### src/sv/hpb_pkg.sv
// Shared types, constants and command codes for the ramped PID heater controller
package hpb_pkg;

    localparam logic [7:0]  HPB_DRIVE_MAX   = 8'd255;
    localparam logic [31:0] HPB_MAX_ON_MS   = 32'd30000;
    localparam logic [31:0] HPB_MIN_OFF_MS  = 32'd5000;
    localparam logic [7:0]  HPB_DRIVE_FLOOR = 8'd10;
    localparam logic [10:0] HPB_DT_DEFAULT  = 11'd100;
    localparam logic [15:0] HPB_DT_MAX      = 16'd2000;
    localparam logic [10:0] HPB_MS_PER_S    = 11'd1000;
    localparam logic [8:0]  HPB_ALPHA_ONE   = 9'd256;
    localparam logic [24:0] HPB_RCP_125     = 25'd17179870;

    localparam int HPB_DIV_W   = 42;
    localparam int HPB_DVS_W   = 11;
    localparam int HPB_ERR_W   = 18;
    localparam int HPB_RAW_W   = 29;
    localparam int HPB_INT_W   = 28;
    localparam int HPB_MA_W    = 30;
    localparam int HPB_MB_W    = 17;
    localparam int HPB_PROD_W  = 47;
    localparam int HPB_ACC_W   = 48;
    localparam int HPB_TOT_W   = 58;

    localparam logic signed [15:0] HPB_RST_TARGET = 16'sd5120;
    localparam logic [15:0] HPB_RST_RAMP     = 16'd256;
    localparam logic [14:0] HPB_RST_BAND     = 15'd512;
    localparam logic [15:0] HPB_RST_ILIMIT   = 16'd2560;
    localparam logic [15:0] HPB_RST_GP       = 16'd2560;
    localparam logic [15:0] HPB_RST_GI       = 16'd256;
    localparam logic [15:0] HPB_RST_GD       = 16'd256;
    localparam logic [8:0]  HPB_RST_ALPHA    = 9'd128;

    typedef enum logic [2:0] {
        CFG_TARGET = 3'd0,
        CFG_RAMP   = 3'd1,
        CFG_BAND   = 3'd2,
        CFG_ILIMIT = 3'd3,
        CFG_GP     = 3'd4,
        CFG_GI     = 3'd5,
        CFG_GD     = 3'd6,
        CFG_ALPHA  = 3'd7
    } hpb_cfg_idx_t;

    typedef struct packed {
        logic [15:0]        elapsed_ms;
        logic signed [15:0] temp_a;
        logic signed [15:0] temp_b;
    } hpb_in_t;

    typedef struct packed {
        logic [7:0]         drive_level;
        logic               cooling_hold;
        logic signed [15:0] active_setpoint;
    } hpb_out_t;

    typedef enum logic [4:0] {
        OP_NONE, OP_LOAD, OP_COOL, OP_MUL_STEP, OP_DIV_STEP, OP_SETPT, OP_ERR,
        OP_BANG, OP_MUL_I, OP_INTEG, OP_DIV_SLOPE, OP_RAW, OP_MUL_A, OP_MUL_B,
        OP_FILT, OP_MUL_P, OP_MUL_D, OP_SUM_PD, OP_MUL_G, OP_TOTAL, OP_DIV_TOT,
        OP_CLAMP, OP_ONTIME, OP_EMIT
    } hpb_op_t;

    typedef struct packed {
        hpb_op_t op;
    } hpb_cmd_t;

    typedef struct packed {
        logic div_done;
        logic cool_stay;
        logic in_band;
        logic out_free;
    } hpb_status_t;

endpackage

### src/sv/heater_ramped_pid_bangbang_unit.sv
// Ramped-setpoint heater controller: bang-bang outside the band, PID inside
// In the PID band the processing time is set mostly by the bit-serial slope divide by dt;
// outside the band the tick skips the PID steps, and in a cooling hold it goes straight to the result.
// Ticks run one at a time: a new word is taken only once the last tick has reached its result;
// the next word is taken while the last result waits.
// Reset (aresetn low, synchronous): registers to defaults, setpoint to 20 degC,
// integral, slope and timers cleared, heating phase.
module heater_ramped_pid_bangbang_unit import hpb_pkg::*; #(
    parameter logic [7:0]  DRIVE_MAX  = HPB_DRIVE_MAX,
    parameter logic [31:0] MAX_ON_MS  = HPB_MAX_ON_MS,
    parameter logic [31:0] MIN_OFF_MS = HPB_MIN_OFF_MS
) (
    input  logic        aclk,
    input  logic        aresetn,
    input  logic        s_valid,
    output logic        s_ready,
    input  hpb_in_t     s_data,
    output logic        m_valid,
    input  logic        m_ready,
    output hpb_out_t    m_data,
    input  logic        cfg_we,
    input  logic [2:0]  cfg_index,
    input  logic [15:0] cfg_wdata
);
    hpb_cmd_t    cmd;
    hpb_status_t status;

    hpb_ctrl u_ctrl (
        .aclk    (aclk),
        .aresetn (aresetn),
        .s_valid (s_valid),
        .s_ready (s_ready),
        .status  (status),
        .cmd     (cmd)
    );

    hpb_dp #(
        .DRIVE_MAX  (DRIVE_MAX),
        .MAX_ON_MS  (MAX_ON_MS),
        .MIN_OFF_MS (MIN_OFF_MS)
    ) u_dp (
        .aclk      (aclk),
        .aresetn   (aresetn),
        .cmd       (cmd),
        .status    (status),
        .s_data    (s_data),
        .cfg_we    (cfg_we),
        .cfg_index (cfg_index),
        .cfg_wdata (cfg_wdata),
        .m_valid   (m_valid),
        .m_ready   (m_ready),
        .m_data    (m_data)
    );
endmodule

### src/sv/hpb_div.sv
// Restoring radix-2 unsigned divider, one quotient bit per cycle
module hpb_div import hpb_pkg::*; #(
    parameter int W   = HPB_DIV_W,
    parameter int DVW = HPB_DVS_W
) (
    input  logic           aclk,
    input  logic           aresetn,
    input  logic           start,
    input  logic [W-1:0]   dividend,
    input  logic [DVW-1:0] divisor,
    output logic [W-1:0]   quot,
    output logic           rem_nz,
    output logic           done
);
    localparam int CW = $clog2(W + 1);

    logic [W-1:0]   q_reg;
    logic [DVW-1:0] r_reg;
    logic [DVW-1:0] d_reg;
    logic [CW-1:0]  cnt_reg;
    logic           busy_reg;
    logic           done_reg;
    logic [DVW:0]   trial;
    logic           fits;

    assign trial = {r_reg, q_reg[W-1]};
    assign fits  = trial >= {1'b0, d_reg};

    always_ff @(posedge aclk) begin
        if (!aresetn) begin
            busy_reg <= 1'b0;
            done_reg <= 1'b0;
            cnt_reg  <= '0;
        end else begin
            done_reg <= busy_reg && (cnt_reg == CW'(1));
            if (start) begin
                busy_reg <= 1'b1;
                cnt_reg  <= CW'(W);
            end else if (busy_reg) begin
                cnt_reg <= cnt_reg - CW'(1);
                if (cnt_reg == CW'(1)) begin
                    busy_reg <= 1'b0;
                end
            end
        end
    end

    always_ff @(posedge aclk) begin
        if (start) begin
            q_reg <= dividend;
            r_reg <= '0;
            d_reg <= divisor;
        end else if (busy_reg) begin
            q_reg <= {q_reg[W-2:0], fits};
            r_reg <= fits ? DVW'(trial - {1'b0, d_reg}) : trial[DVW-1:0];
        end
    end

    assign quot   = q_reg;
    assign rem_nz = r_reg != '0;
    assign done   = done_reg;
endmodule

### src/sv/hpb_ctrl.sv
// Sequencer that steps the datapath through one control tick
module hpb_ctrl import hpb_pkg::*; (
    input  logic        aclk,
    input  logic        aresetn,
    input  logic        s_valid,
    output logic        s_ready,
    input  hpb_status_t status,
    output hpb_cmd_t    cmd
);
    typedef enum logic [25:0] {
        S_IDLE       = 26'h0000001,
        S_COOL       = 26'h0000002,
        S_MUL_STEP   = 26'h0000004,
        S_DIV_STEP   = 26'h0000008,
        S_WAIT_STEP  = 26'h0000010,
        S_SETPT      = 26'h0000020,
        S_ERR        = 26'h0000040,
        S_BAND       = 26'h0000080,
        S_MUL_I      = 26'h0000100,
        S_INTEG      = 26'h0000200,
        S_DIV_SLOPE  = 26'h0000400,
        S_WAIT_SLOPE = 26'h0000800,
        S_RAW        = 26'h0001000,
        S_MUL_A      = 26'h0002000,
        S_MUL_B      = 26'h0004000,
        S_FILT       = 26'h0008000,
        S_MUL_P      = 26'h0010000,
        S_MUL_D      = 26'h0020000,
        S_SUM_PD     = 26'h0040000,
        S_MUL_G      = 26'h0080000,
        S_TOTAL      = 26'h0100000,
        S_DIV_TOT    = 26'h0200000,
        S_WAIT_TOT   = 26'h0400000,
        S_CLAMP      = 26'h0800000,
        S_ONTIME     = 26'h1000000,
        S_EMIT       = 26'h2000000
    } hpb_state_t;

    hpb_state_t state_reg, state_next;

    always_ff @(posedge aclk) begin
        if (!aresetn) begin
            state_reg <= S_IDLE;
        end else begin
            state_reg <= state_next;
        end
    end

    assign s_ready = state_reg == S_IDLE;

    always_comb begin
        state_next = state_reg;
        cmd.op     = OP_NONE;
        unique case (state_reg)
            S_IDLE: begin
                if (s_valid) begin
                    cmd.op     = OP_LOAD;
                    state_next = S_COOL;
                end
            end
            S_COOL: begin
                cmd.op     = OP_COOL;
                state_next = status.cool_stay ? S_EMIT : S_MUL_STEP;
            end
            S_MUL_STEP: begin
                cmd.op     = OP_MUL_STEP;
                state_next = S_DIV_STEP;
            end
            S_DIV_STEP: begin
                cmd.op     = OP_DIV_STEP;
                state_next = S_WAIT_STEP;
            end
            S_WAIT_STEP: begin
                if (status.div_done) begin
                    state_next = S_SETPT;
                end
            end
            S_SETPT: begin
                cmd.op     = OP_SETPT;
                state_next = S_ERR;
            end
            S_ERR: begin
                cmd.op     = OP_ERR;
                state_next = S_BAND;
            end
            S_BAND: begin
                cmd.op     = OP_BANG;
                state_next = status.in_band ? S_MUL_I : S_ONTIME;
            end
            S_MUL_I: begin
                cmd.op     = OP_MUL_I;
                state_next = S_INTEG;
            end
            S_INTEG: begin
                cmd.op     = OP_INTEG;
                state_next = S_DIV_SLOPE;
            end
            S_DIV_SLOPE: begin
                cmd.op     = OP_DIV_SLOPE;
                state_next = S_WAIT_SLOPE;
            end
            S_WAIT_SLOPE: begin
                if (status.div_done) begin
                    state_next = S_RAW;
                end
            end
            S_RAW: begin
                cmd.op     = OP_RAW;
                state_next = S_MUL_A;
            end
            S_MUL_A: begin
                cmd.op     = OP_MUL_A;
                state_next = S_MUL_B;
            end
            S_MUL_B: begin
                cmd.op     = OP_MUL_B;
                state_next = S_FILT;
            end
            S_FILT: begin
                cmd.op     = OP_FILT;
                state_next = S_MUL_P;
            end
            S_MUL_P: begin
                cmd.op     = OP_MUL_P;
                state_next = S_MUL_D;
            end
            S_MUL_D: begin
                cmd.op     = OP_MUL_D;
                state_next = S_SUM_PD;
            end
            S_SUM_PD: begin
                cmd.op     = OP_SUM_PD;
                state_next = S_MUL_G;
            end
            S_MUL_G: begin
                cmd.op     = OP_MUL_G;
                state_next = S_TOTAL;
            end
            S_TOTAL: begin
                cmd.op     = OP_TOTAL;
                state_next = S_DIV_TOT;
            end
            S_DIV_TOT: begin
                cmd.op     = OP_DIV_TOT;
                state_next = S_WAIT_TOT;
            end
            S_WAIT_TOT: begin
                if (status.div_done) begin
                    state_next = S_CLAMP;
                end
            end
            S_CLAMP: begin
                cmd.op     = OP_CLAMP;
                state_next = S_ONTIME;
            end
            S_ONTIME: begin
                cmd.op     = OP_ONTIME;
                state_next = S_EMIT;
            end
            S_EMIT: begin
                if (status.out_free) begin
                    cmd.op     = OP_EMIT;
                    state_next = S_IDLE;
                end
            end
            default: begin
                state_next = S_IDLE;
            end
        endcase
    end
endmodule

### src/sv/hpb_dp.sv
// Datapath: configuration, controller state, shared multiplier, slope divider, result register
module hpb_dp import hpb_pkg::*; #(
    parameter logic [7:0]  DRIVE_MAX  = HPB_DRIVE_MAX,
    parameter logic [31:0] MAX_ON_MS  = HPB_MAX_ON_MS,
    parameter logic [31:0] MIN_OFF_MS = HPB_MIN_OFF_MS
) (
    input  logic        aclk,
    input  logic        aresetn,
    input  hpb_cmd_t    cmd,
    output hpb_status_t status,
    input  hpb_in_t     s_data,
    input  logic        cfg_we,
    input  logic [2:0]  cfg_index,
    input  logic [15:0] cfg_wdata,
    output logic        m_valid,
    input  logic        m_ready,
    output hpb_out_t    m_data
);
    logic signed [15:0] target_reg;
    logic [15:0] ramp_reg, ilimit_reg, gp_reg, gi_reg, gd_reg;
    logic [14:0] band_reg;
    logic [8:0]  alpha_reg;

    logic signed [15:0]          sp_reg;
    logic signed [HPB_INT_W-1:0] integ_reg;
    logic signed [HPB_ERR_W-1:0] prev_reg;
    logic signed [HPB_RAW_W-1:0] filt_reg;
    logic        phase_reg;
    logic [31:0] cool_reg, on_reg;

    logic [15:0]        el_reg;
    logic signed [15:0] ta_reg, tb_reg;
    logic [10:0]        dt_reg;
    logic signed [HPB_ERR_W-1:0]  err_reg;
    logic signed [HPB_RAW_W-1:0]  raw_reg;
    logic signed [HPB_PROD_W-1:0] prod_reg;
    logic signed [HPB_ACC_W-1:0]  acc_reg;
    logic signed [HPB_TOT_W-1:0]  tot_reg;
    logic        neg_reg;
    logic [7:0]  drive_reg;
    logic        m_valid_reg;
    hpb_out_t    m_data_reg;
    logic [17:0] kq_reg;
    logic        kq_done_reg;

    logic signed [HPB_MA_W-1:0]   mul_a;
    logic signed [HPB_MB_W-1:0]   mul_b;
    logic                         div_start;
    logic [HPB_DIV_W-1:0]         div_num;
    logic [HPB_DVS_W-1:0]         div_den;
    logic [HPB_DIV_W-1:0]         div_q;
    logic                         div_nz;
    logic                         div_done;

    logic [32:0] cool_sum, on_sum;
    logic [31:0] cool_sat, on_sat;
    logic [10:0] dt_in;
    logic [8:0]  alpha_sat;
    logic signed [19:0] sp_w, step_w, tgt_w;
    logic signed [16:0] temp_sum;
    logic signed [HPB_ERR_W-1:0] err_new, band_w;
    logic signed [30:0] integ_sum, lim_w;
    logic signed [18:0] diff;
    logic [17:0]        diff_mag;
    logic [27:0]        slope_num;
    logic signed [HPB_ACC_W-1:0] filt_sum;
    logic signed [HPB_TOT_W-1:0] acc_w, tot_new, tot_mag;
    logic [HPB_DIV_W-1:0]        q_tot;
    logic [26:0]                 kdiv_num;
    logic [48:0]                 kdiv_prod;

    hpb_div #(.W(HPB_DIV_W), .DVW(HPB_DVS_W)) u_div (
        .aclk     (aclk),
        .aresetn  (aresetn),
        .start    (div_start),
        .dividend (div_num),
        .divisor  (div_den),
        .quot     (div_q),
        .rem_nz   (div_nz),
        .done     (div_done)
    );

    assign dt_in = (s_data.elapsed_ms == 16'd0 || s_data.elapsed_ms > HPB_DT_MAX)
                 ? HPB_DT_DEFAULT : s_data.elapsed_ms[10:0];
    assign alpha_sat = (alpha_reg > HPB_ALPHA_ONE) ? HPB_ALPHA_ONE : alpha_reg;

    assign cool_sum = {1'b0, cool_reg} + {17'd0, el_reg};
    assign cool_sat = cool_sum[32] ? 32'hFFFF_FFFF : cool_sum[31:0];
    assign on_sum   = {1'b0, on_reg} + {22'd0, dt_reg};
    assign on_sat   = on_sum[32] ? 32'hFFFF_FFFF : on_sum[31:0];

    assign sp_w   = 20'(sp_reg);
    assign step_w = {2'b00, kq_reg};
    assign tgt_w  = 20'(target_reg);

    assign temp_sum = 17'(ta_reg) + 17'(tb_reg);
    assign err_new  = HPB_ERR_W'(sp_reg) - HPB_ERR_W'(temp_sum >>> 1);
    assign band_w   = HPB_ERR_W'({1'b0, band_reg});

    assign integ_sum = 31'(integ_reg) + 31'(prod_reg);
    assign lim_w     = 31'({ilimit_reg, 10'd0}) - 31'({ilimit_reg, 4'd0})
                     - 31'({ilimit_reg, 3'd0});

    assign diff      = 19'(err_reg) - 19'(prev_reg);
    assign diff_mag  = diff[18] ? 18'(-diff) : diff[17:0];
    assign slope_num = {diff_mag, 10'd0} - 28'({diff_mag, 4'd0}) - 28'({diff_mag, 3'd0});

    assign filt_sum = acc_reg + HPB_ACC_W'(prod_reg);

    assign acc_w   = HPB_TOT_W'(acc_reg);
    assign tot_new = (acc_w <<< 10) - (acc_w <<< 4) - (acc_w <<< 3) + HPB_TOT_W'(prod_reg);
    assign tot_mag = tot_reg[HPB_TOT_W-1] ? -tot_reg : tot_reg;
    assign q_tot   = HPB_DIV_W'(kq_reg);

    assign kdiv_num  = (cmd.op == OP_DIV_TOT)
                     ? ((|tot_mag[HPB_TOT_W-1:43]) ? '1 : tot_mag[42:16])
                     : prod_reg[26:0];
    assign kdiv_prod = 49'(kdiv_num[26:3]) * 49'(HPB_RCP_125);

    always_comb begin
        mul_a = '0;
        mul_b = '0;
        case (cmd.op)
            OP_MUL_STEP: begin
                mul_a = HPB_MA_W'({1'b0, ramp_reg});
                mul_b = HPB_MB_W'({1'b0, dt_reg});
            end
            OP_MUL_I: begin
                mul_a = HPB_MA_W'(err_reg);
                mul_b = HPB_MB_W'({1'b0, dt_reg});
            end
            OP_MUL_A: begin
                mul_a = HPB_MA_W'(raw_reg);
                mul_b = HPB_MB_W'({1'b0, alpha_sat});
            end
            OP_MUL_B: begin
                mul_a = HPB_MA_W'(filt_reg);
                mul_b = HPB_MB_W'({1'b0, HPB_ALPHA_ONE - alpha_sat});
            end
            OP_MUL_P: begin
                mul_a = HPB_MA_W'(err_reg);
                mul_b = HPB_MB_W'({1'b0, gp_reg});
            end
            OP_MUL_D: begin
                mul_a = HPB_MA_W'(filt_reg);
                mul_b = HPB_MB_W'({1'b0, gd_reg});
            end
            OP_MUL_G: begin
                mul_a = HPB_MA_W'(integ_reg);
                mul_b = HPB_MB_W'({1'b0, gi_reg});
            end
            default: begin
            end
        endcase
    end

    always_comb begin
        div_start = 1'b0;
        div_num   = '0;
        div_den   = HPB_MS_PER_S;
        case (cmd.op)
            OP_DIV_SLOPE: begin
                div_start = 1'b1;
                div_num   = HPB_DIV_W'(slope_num);
                div_den   = dt_reg;
            end
            default: begin
            end
        endcase
    end

    always_ff @(posedge aclk) begin
        if (!aresetn) begin
            target_reg  <= HPB_RST_TARGET;
            ramp_reg    <= HPB_RST_RAMP;
            band_reg    <= HPB_RST_BAND;
            ilimit_reg  <= HPB_RST_ILIMIT;
            gp_reg      <= HPB_RST_GP;
            gi_reg      <= HPB_RST_GI;
            gd_reg      <= HPB_RST_GD;
            alpha_reg   <= HPB_RST_ALPHA;
        end else if (cfg_we) begin
            unique case (hpb_cfg_idx_t'(cfg_index))
                CFG_TARGET: target_reg <= cfg_wdata;
                CFG_RAMP:   ramp_reg   <= cfg_wdata;
                CFG_BAND:   band_reg   <= cfg_wdata[14:0];
                CFG_ILIMIT: ilimit_reg <= cfg_wdata;
                CFG_GP:     gp_reg     <= cfg_wdata;
                CFG_GI:     gi_reg     <= cfg_wdata;
                CFG_GD:     gd_reg     <= cfg_wdata;
                CFG_ALPHA:  alpha_reg  <= cfg_wdata[8:0];
                default: begin
                end
            endcase
        end
    end

    always_ff @(posedge aclk) begin
        if (!aresetn) begin
            sp_reg      <= HPB_RST_TARGET;
            integ_reg   <= '0;
            prev_reg    <= '0;
            filt_reg    <= '0;
            phase_reg   <= 1'b0;
            cool_reg    <= '0;
            on_reg      <= '0;
            m_valid_reg <= 1'b0;
            kq_done_reg <= 1'b0;
        end else begin
            kq_done_reg <= (cmd.op == OP_DIV_STEP) || (cmd.op == OP_DIV_TOT);
            if (cmd.op == OP_EMIT) begin
                m_valid_reg <= 1'b1;
            end else if (m_ready) begin
                m_valid_reg <= 1'b0;
            end
            case (cmd.op)
                OP_COOL: begin
                    if (phase_reg) begin
                        cool_reg <= cool_sat;
                        if (cool_sat >= MIN_OFF_MS) begin
                            phase_reg <= 1'b0;
                            on_reg    <= '0;
                        end
                    end
                end
                OP_SETPT: begin
                    if (tgt_w > sp_w + step_w) begin
                        sp_reg <= sp_reg + 16'(kq_reg);
                    end else if (tgt_w < sp_w - step_w) begin
                        sp_reg <= sp_reg - 16'(kq_reg);
                    end else begin
                        sp_reg <= target_reg;
                    end
                end
                OP_BANG: begin
                    if (!status.in_band) begin
                        prev_reg <= err_reg;
                    end
                end
                OP_INTEG: begin
                    if (integ_sum > lim_w) begin
                        integ_reg <= HPB_INT_W'(lim_w);
                    end else if (integ_sum < -lim_w) begin
                        integ_reg <= HPB_INT_W'(-lim_w);
                    end else begin
                        integ_reg <= HPB_INT_W'(integ_sum);
                    end
                end
                OP_FILT: begin
                    filt_reg <= HPB_RAW_W'(filt_sum >>> 8);
                    prev_reg <= err_reg;
                end
                OP_ONTIME: begin
                    if (drive_reg != 8'd0) begin
                        on_reg <= on_sat;
                        if (on_sat >= MAX_ON_MS) begin
                            phase_reg <= 1'b1;
                            cool_reg  <= '0;
                        end
                    end
                end
                default: begin
                end
            endcase
        end
    end

    always_ff @(posedge aclk) begin
        case (cmd.op) inside
            OP_LOAD: begin
                el_reg <= s_data.elapsed_ms;
                ta_reg <= s_data.temp_a;
                tb_reg <= s_data.temp_b;
                dt_reg <= dt_in;
            end
            OP_COOL: begin
                drive_reg <= 8'd0;
            end
            OP_MUL_STEP, OP_MUL_I, OP_MUL_A, OP_MUL_P, OP_MUL_G: begin
                prod_reg <= HPB_PROD_W'(mul_a * mul_b);
            end
            OP_MUL_B, OP_MUL_D: begin
                acc_reg  <= HPB_ACC_W'(prod_reg);
                prod_reg <= HPB_PROD_W'(mul_a * mul_b);
            end
            OP_DIV_STEP, OP_DIV_TOT: begin
                kq_reg <= kdiv_prod[48:31];
            end
            OP_ERR: begin
                err_reg <= err_new;
            end
            OP_BANG: begin
                drive_reg <= (err_reg > band_w) ? DRIVE_MAX : 8'd0;
            end
            OP_DIV_SLOPE: begin
                neg_reg <= diff[18];
            end
            OP_RAW: begin
                if (neg_reg) begin
                    raw_reg <= -(HPB_RAW_W'(div_q[27:0]) + HPB_RAW_W'(div_nz));
                end else begin
                    raw_reg <= HPB_RAW_W'(div_q[27:0]);
                end
            end
            OP_SUM_PD: begin
                acc_reg <= acc_reg + HPB_ACC_W'(prod_reg);
            end
            OP_TOTAL: begin
                tot_reg <= tot_new;
            end
            OP_CLAMP: begin
                if (tot_reg[HPB_TOT_W-1] && q_tot != '0) begin
                    drive_reg <= err_reg[HPB_ERR_W-1] ? HPB_DRIVE_FLOOR : 8'd0;
                end else if (err_reg[HPB_ERR_W-1] && q_tot < HPB_DIV_W'(HPB_DRIVE_FLOOR)) begin
                    drive_reg <= HPB_DRIVE_FLOOR;
                end else if (q_tot > HPB_DIV_W'(DRIVE_MAX)) begin
                    drive_reg <= DRIVE_MAX;
                end else begin
                    drive_reg <= q_tot[7:0];
                end
            end
            OP_ONTIME: begin
                if (drive_reg != 8'd0 && on_sat >= MAX_ON_MS) begin
                    drive_reg <= 8'd0;
                end
            end
            OP_EMIT: begin
                m_data_reg.drive_level     <= drive_reg;
                m_data_reg.cooling_hold    <= phase_reg;
                m_data_reg.active_setpoint <= sp_reg;
            end
            default: begin
            end
        endcase
    end

    assign status.div_done  = div_done || kq_done_reg;
    assign status.cool_stay = phase_reg && (cool_sat < MIN_OFF_MS);
    assign status.in_band   = !(err_reg > band_w) && (err_reg > -band_w);
    assign status.out_free  = !m_valid_reg || m_ready;

    assign m_valid = m_valid_reg;
    assign m_data  = m_data_reg;
endmodule
### config.mk
export PLATFORM = sky130hd
export DESIGN_NAME = heater_ramped_pid_bangbang_unit
export DESIGN_NICKNAME = d
export VERILOG_FILES = /design/src/sv/hpb_pkg.sv /design/src/sv/heater_ramped_pid_bangbang_unit.sv /design/src/sv/hpb_div.sv /design/src/sv/hpb_ctrl.sv /design/src/sv/hpb_dp.sv
export SDC_FILE = /design/constraint.sdc
export NUM_CORES = 2
export LEC_CHECK = 0
export ABC_AREA = 1
export ABC_CLOCK_PERIOD_IN_PS = 8500
export BUFFER_PORTS_ARGS = -buffer_cell sky130_fd_sc_hd__buf_2
export CORE_ASPECT_RATIO = 1.2
export CORE_MARGIN = 2
export CORE_UTILIZATION = 45
export DETAILED_ROUTE_END_ITERATION = 7
export PLACE_DENSITY_LB_ADDON = 0.05
export SLEW_MARGIN = 10
export SYNTH_ARGS = -nofsm -noshare
export SYNTH_HDL_FRONTEND = slang
export SYNTH_HIERARCHICAL = 1
export SYNTH_SLANG_ARGS = --single-unit
### constraint.sdc
create_clock -name aclk -period 8.5 [get_ports aclk]
set_input_delay 0.425 -clock aclk [delete_from_list [all_inputs] [get_ports aclk]]
set_output_delay 0.425 -clock aclk [all_outputs]
set_load 0.02 [all_outputs]
### After elaboration in Yosys (flattened, before gate mapping)

Cells that the tools add are included.
W data, S select, Z words.

* output and inout bits: 27
* ROM bits: 0
* memory bits (writable): 0
* word-level logic and storage cells: 310
* memories kept: 0
* register bits: 686
* latch bits: 0
* input bits: 72

* add/sub/neg operators: 27
* bitwise gates (word level): 14
* equality and inequality tests: 80
* $mul: 2
* mux-type cells: 78
* reductions and logical operators: 54
* order comparisons: 14
* divide/modulo/power cells: 0
* shift-type cells: 0

Operators with widths (number)
* $pmux W26 S26: 1
* $mux W48: 7
* $mux W32: 8
* $mux W26: 6
* $pmux W30 S5: 1
* $mux W8: 16
* $pmux W32 S2: 2
* $pmux W5 S23: 1
* $mux W28: 4
* $pmux W16 S6: 1
* $mux W47: 2
* $mux W42: 2
* $add A58 B47 Y58: 1
* $mux W58: 1
* $neg A58 Y58: 1
* $sub A58 B51 Y58: 1
* $sub A58 B52 Y58: 1
* $mux W27: 2
* $add A48 B47 Y48: 1
* $mul A24 B24 Y48 const B: 1
* $mul A30 B17 Y47: 1
* $reduce_bool A42 Y1: 1
* $eq A5 B4 Y1 const B: 8
* $eq A5 B5 Y1 const B: 8
* other kinds (105): 191

### Longest topological paths before layout

* depth after elaboration: 16
* gate-level depth with buffers: 49
* gate-level depth less buffers: 47

### Modules after synthesis

Netlist, hierarchy kept.

By module, submodules not included
* hpb_dp: cells an instance 10369, area an instance 77304.1 µm², seq. area each 14854.2 µm², times used 1
* hpb_div: cells an instance 458, area an instance 3794.9 µm², seq. area each 1971.9 µm², times used 1
* hpb_ctrl: cells an instance 311, area an instance 1833.0 µm², seq. area each 520.5 µm², times used 1

### Least setup slack after synthesis

No wires, ideal clock.

* path type: register to register
* start point: reg u_ctrl.state_reg[12]
* end point: reg u_dp.kq_reg[16], data pin
* data arrival time: 8.562 ns
* cell stages (with the launch flop): 44
* period minus slack after synthesis: 8.814 ns
* path buffers: 2
* library setup time: 0.252 ns
* path slack: -0.314 ns
* cell sequence: dfxtp_1 -> nor2_1 -> nand2_1 -> inv_1 -> nand2_4 -> nor2_4 -> buf_4 -> nand3_1 -> nand2_1 -> nor2_1 -> nand3_1 -> inv_1 -> nor2_1 -> inv_1 -> nor2_1 -> nand2_1 -> clkinv_1 -> clkbuf_1 -> [8 not listed] -> fa_1 -> fa_1 -> inv_1 -> fa_1 -> inv_1 -> ha_1 -> a21oi_1 -> o21a_1 -> nor3_1 -> nor3_1 -> o21ai_0 -> o21ai_0 -> nand3_1 -> a21o_1 -> a21oi_1 -> inv_1 -> nand2_1 -> nand2_1

RTL lines
* start: declaration: RTL line hpb_ctrl.sv:39 `hpb_state_t state_reg, state_next;`
* start signal: assignment: RTL line hpb_ctrl.sv:45 `state_reg <= state_next;`
* end signal: assignment: RTL line hpb_dp.sv:287 `kq_reg <= kdiv_prod[48:31];`
* end: declaration: RTL line hpb_dp.sv:43 `logic [17:0] kq_reg;`

==> impl_metrics.py <==
metrics = {
    "status": {
        "status": "finished, violations left",
        "violations": "negative setup slack",
    },
    "floorplanning": {
        "core-area_sq_um": 183100,
        "io_pins": 99,
        "rows": 172,
        "start_util_pct": 45.28,
        "die-width_um": 395.9,
        "dieArea_sq_um": 187800,
        "dieHeight_um": 474.3,
    },
    "place": {
        "place.gp.congestion": 1.005,
        "dp_cells": 14290,
        "port-buffer-count": 98,
        "hpwlAfterDp_um": 247600,
        "dpl_cell_area_sq_um": 92340,
    },
    "synth": {
        "seq_area_frac_synth_pct": 20.92,
        "synth_warnings": 6,
        "synth_edf_count": 363,
        "avgSynthCellArea_sq_um": 7.446,
        "yosys.area.top_type": "fa_1",
        "synth_area_sq_um": 82930,
        "yosysTopAreaCellShare_pct": 17.89,
        "synth-main-ff-cell": "edfxtp_1",
        "syn-instance-count": 11140,
        "yosysUniqueCellTypes": 75,
        "synth-async-reset-ratio_pct": 0,
        "ys_seq_elements": 685,
        "ys_top_cells_by_area": "fa_1, edfxtp_1, ha_1",
    },
    "timing": {
        "fmax_ghz": 0.1174,
        "tightest_slew_ns": 1.129,
        "setup_viol": 4,
        "rsz0062_at_grt": "yes",
        "hold_viol_final": 0,
        "postLayoutSetupSlackWorst_ns": -0.01968,
        "fin_crit_ns": 8.520,
        "fin_hold_ws_ns": 0.08626,
        "final.period_utilization_pct": 100.2,
        "slew_headroom_pct": 24.28,
        "skew_ns": 0.09272,
        "slew_violations": 0,
    },
    "route": {
        "drt-wirelength-per-cell_um": 20.94,
        "drc": 0,
        "antenna_left": 0,
        "drt-total-wl_um": 308700,
        "drt_iter0_drc": 5083,
        "dr.pass1.iters": 6,
        "route.vias.total": 78170,
        "via_per_inst": 5.303,
    },
    "global_routing": {
        "grt_pass1_vias": 77650,
        "antenna_found_initial": 21,
        "grt_max_degree": 166,
        "grt_usage_pct": 32.01,
        "grt-ovfl-total": 0,
        "grt_pass1_wl_um": 460600,
    },
    "critical_path": {
        "end_kind": "register",
        "worstPathRequired_ns": 8.96,
        "path_buf_inv": 19,
        "cp_slowest_cell": "fa_1",
        "crit_arrival_ns": 8.98,
        "cp-start-kind": "register",
        "crit_type": "reg2reg",
        "crit_top_cell": "inv_1",
        "worstPathMaxFanout": 7,
        "crit_family": "adder cells",
        "slowest_delay_ns": 0.57,
    },
    "clock_tree": {
        "clock_sinks": 685,
        "htree_levels": 3,
        "cts_buffers": 87,
        "cts_root_buf": "clkbuf_16",
        "clk_pin_slew_ns": 0.07,
        "cts_tree": "built",
        "clock_latency_ns": 0.76,
        "cts_buffer_depth": 3,
    },
    "layout": {
        "layoutNonFillerInstCount": 14740,
        "seq_area_sq_um": 17370,
        "multiInputGateArea_sq_um": 60410,
        "layout_common_cells": "nand2_1, inv_1, nor2_1",
        "layout.nets": 13880,
        "syn2layout_area_growth_pct": 23.63,
        "design_area_sq_um": 102500,
        "n_fill_cell": 17480,
        "layout_commonest_cell": "nand2_1",
        "largest_register_ffs": 58,
        "drive_gt1_share_pct": 18.25,
    },
    "min_path": {
        "min_path_type": "in2reg",
    },
    "flow_run": {
        "cap_violations": 0,
    },
}
## synthesized netlist by cell type (all sizes together) (2+ instances only)
cell        n
nor3      115
nand3     516
nor2     1365
or3         3
o211ai     67
o2111ai     9
fa        741
a21oi     693
nand2    2197
o21bai     20
a211oi     11
a21boi     15
ha        848
o21a       40
a2111oi     6
xnor2     109
nand3b     32
nor3b       4
nor4       57
xor2      271
a22o        4
a31oi      77
a221oi      7
o31ai       9
a22oi       9
buf        58
o41ai       2
inv      2144
edfxtp    363
o22ai       5
clkinv     14
and3       10
clkbuf    169
and2        7
a21o       32
or2        34
dfxtp     322
o221ai     11
o21ai     603
a211o       3
nand4     127
## repair_timing
action                                  in CTS  in global routing
endpoints found under the hold margin       65                  0
pin swaps                                   50                456
resized for setup                          270                933
cloned                                       2                 18
endpoints found under the setup margin      51                115
buffers inserted                            85                136
hold buffers                                49                  0
## cell families (layout without fill, tap and decap cells)
logic type               Yosys count  count (layout)  share of synthesized area, %
XOR/XNOR                         380             380                         4.040
AO/OA/AOI/OAI                   1630            1630                         10.95
flip-flops                       685             685                         20.92
AND/OR/NAND/NOR                 4468            4469                         22.44
adder cells (fa/ha/maj)         1589            1589                         30.68
buffers and inverters           2385            3524                         10.96
other                              1              28                      0.004522
## stage by stage
step,setup TNS (ns),utilization [%],setup WS [ns]
after global routing,-4.494,55.97,-0.2902
after global placement,-27.23,50.42,-0.9744
after floorplan,0,-,0.01619
after CTS,-2.172,53.27,-0.2212
after detailed placement,-28.21,50.42,-0.9763
final,-0.04327,55.99,-0.01968
## worst paths after layout
check | from | to | slack (ns) | cells past startpoint
worst min-delay path | m_ready | u_dp/m_valid | 0.09 | 5
worst max-delay path | u_ctrl/state_reg[18] | u_dp/prod_reg[46] | -0.02 | 45
worst min register to register | u_dp/gi_reg[0] | u_dp/gi_reg[0] | 0.46 | 2
worst max register to register | u_ctrl/state_reg[18] | u_dp/prod_reg[46] | -0.02 | 45
## worst register-to-register path: cells and delay by family, from the launching register on
family	cells	cell delay, ns
AOI/OAI and AO/OA	4	0.65
xor gates and xnor gates	1	0.17
adders and majority gates	7	3.39
buffers and inverters	19	2.05
DFF	1	0.33
and+or+nand+nor	14	1.64
## area by class of cell
| cell class | instances | share of cell area (%) |
|---|---|---|
| tap | 2436 | 2.973 |
| clock buffer | 101 | 2.204 |
| antenna | 11 | 0.02685 |
| timing repair buffer | 1204 | 10.21 |
| multi-input combinational | 8085 | 58.92 |
| sequential | 685 | 16.94 |
| clock inverter | 61 | 0.6980 |
| inverter | 2158 | 8.026 |
## layer usage
layer / wire [um] / track usage [%]
met5: 80 / 0
met4: 14120 / 11.74
met3: 15570 / 4.052
met2: 151600 / 56.61
met1: 127300 / 39.73
Power is left out: the tool's default activity adds up to more than one toggle a clock period on the data nets, which glitch-free logic cannot reach.
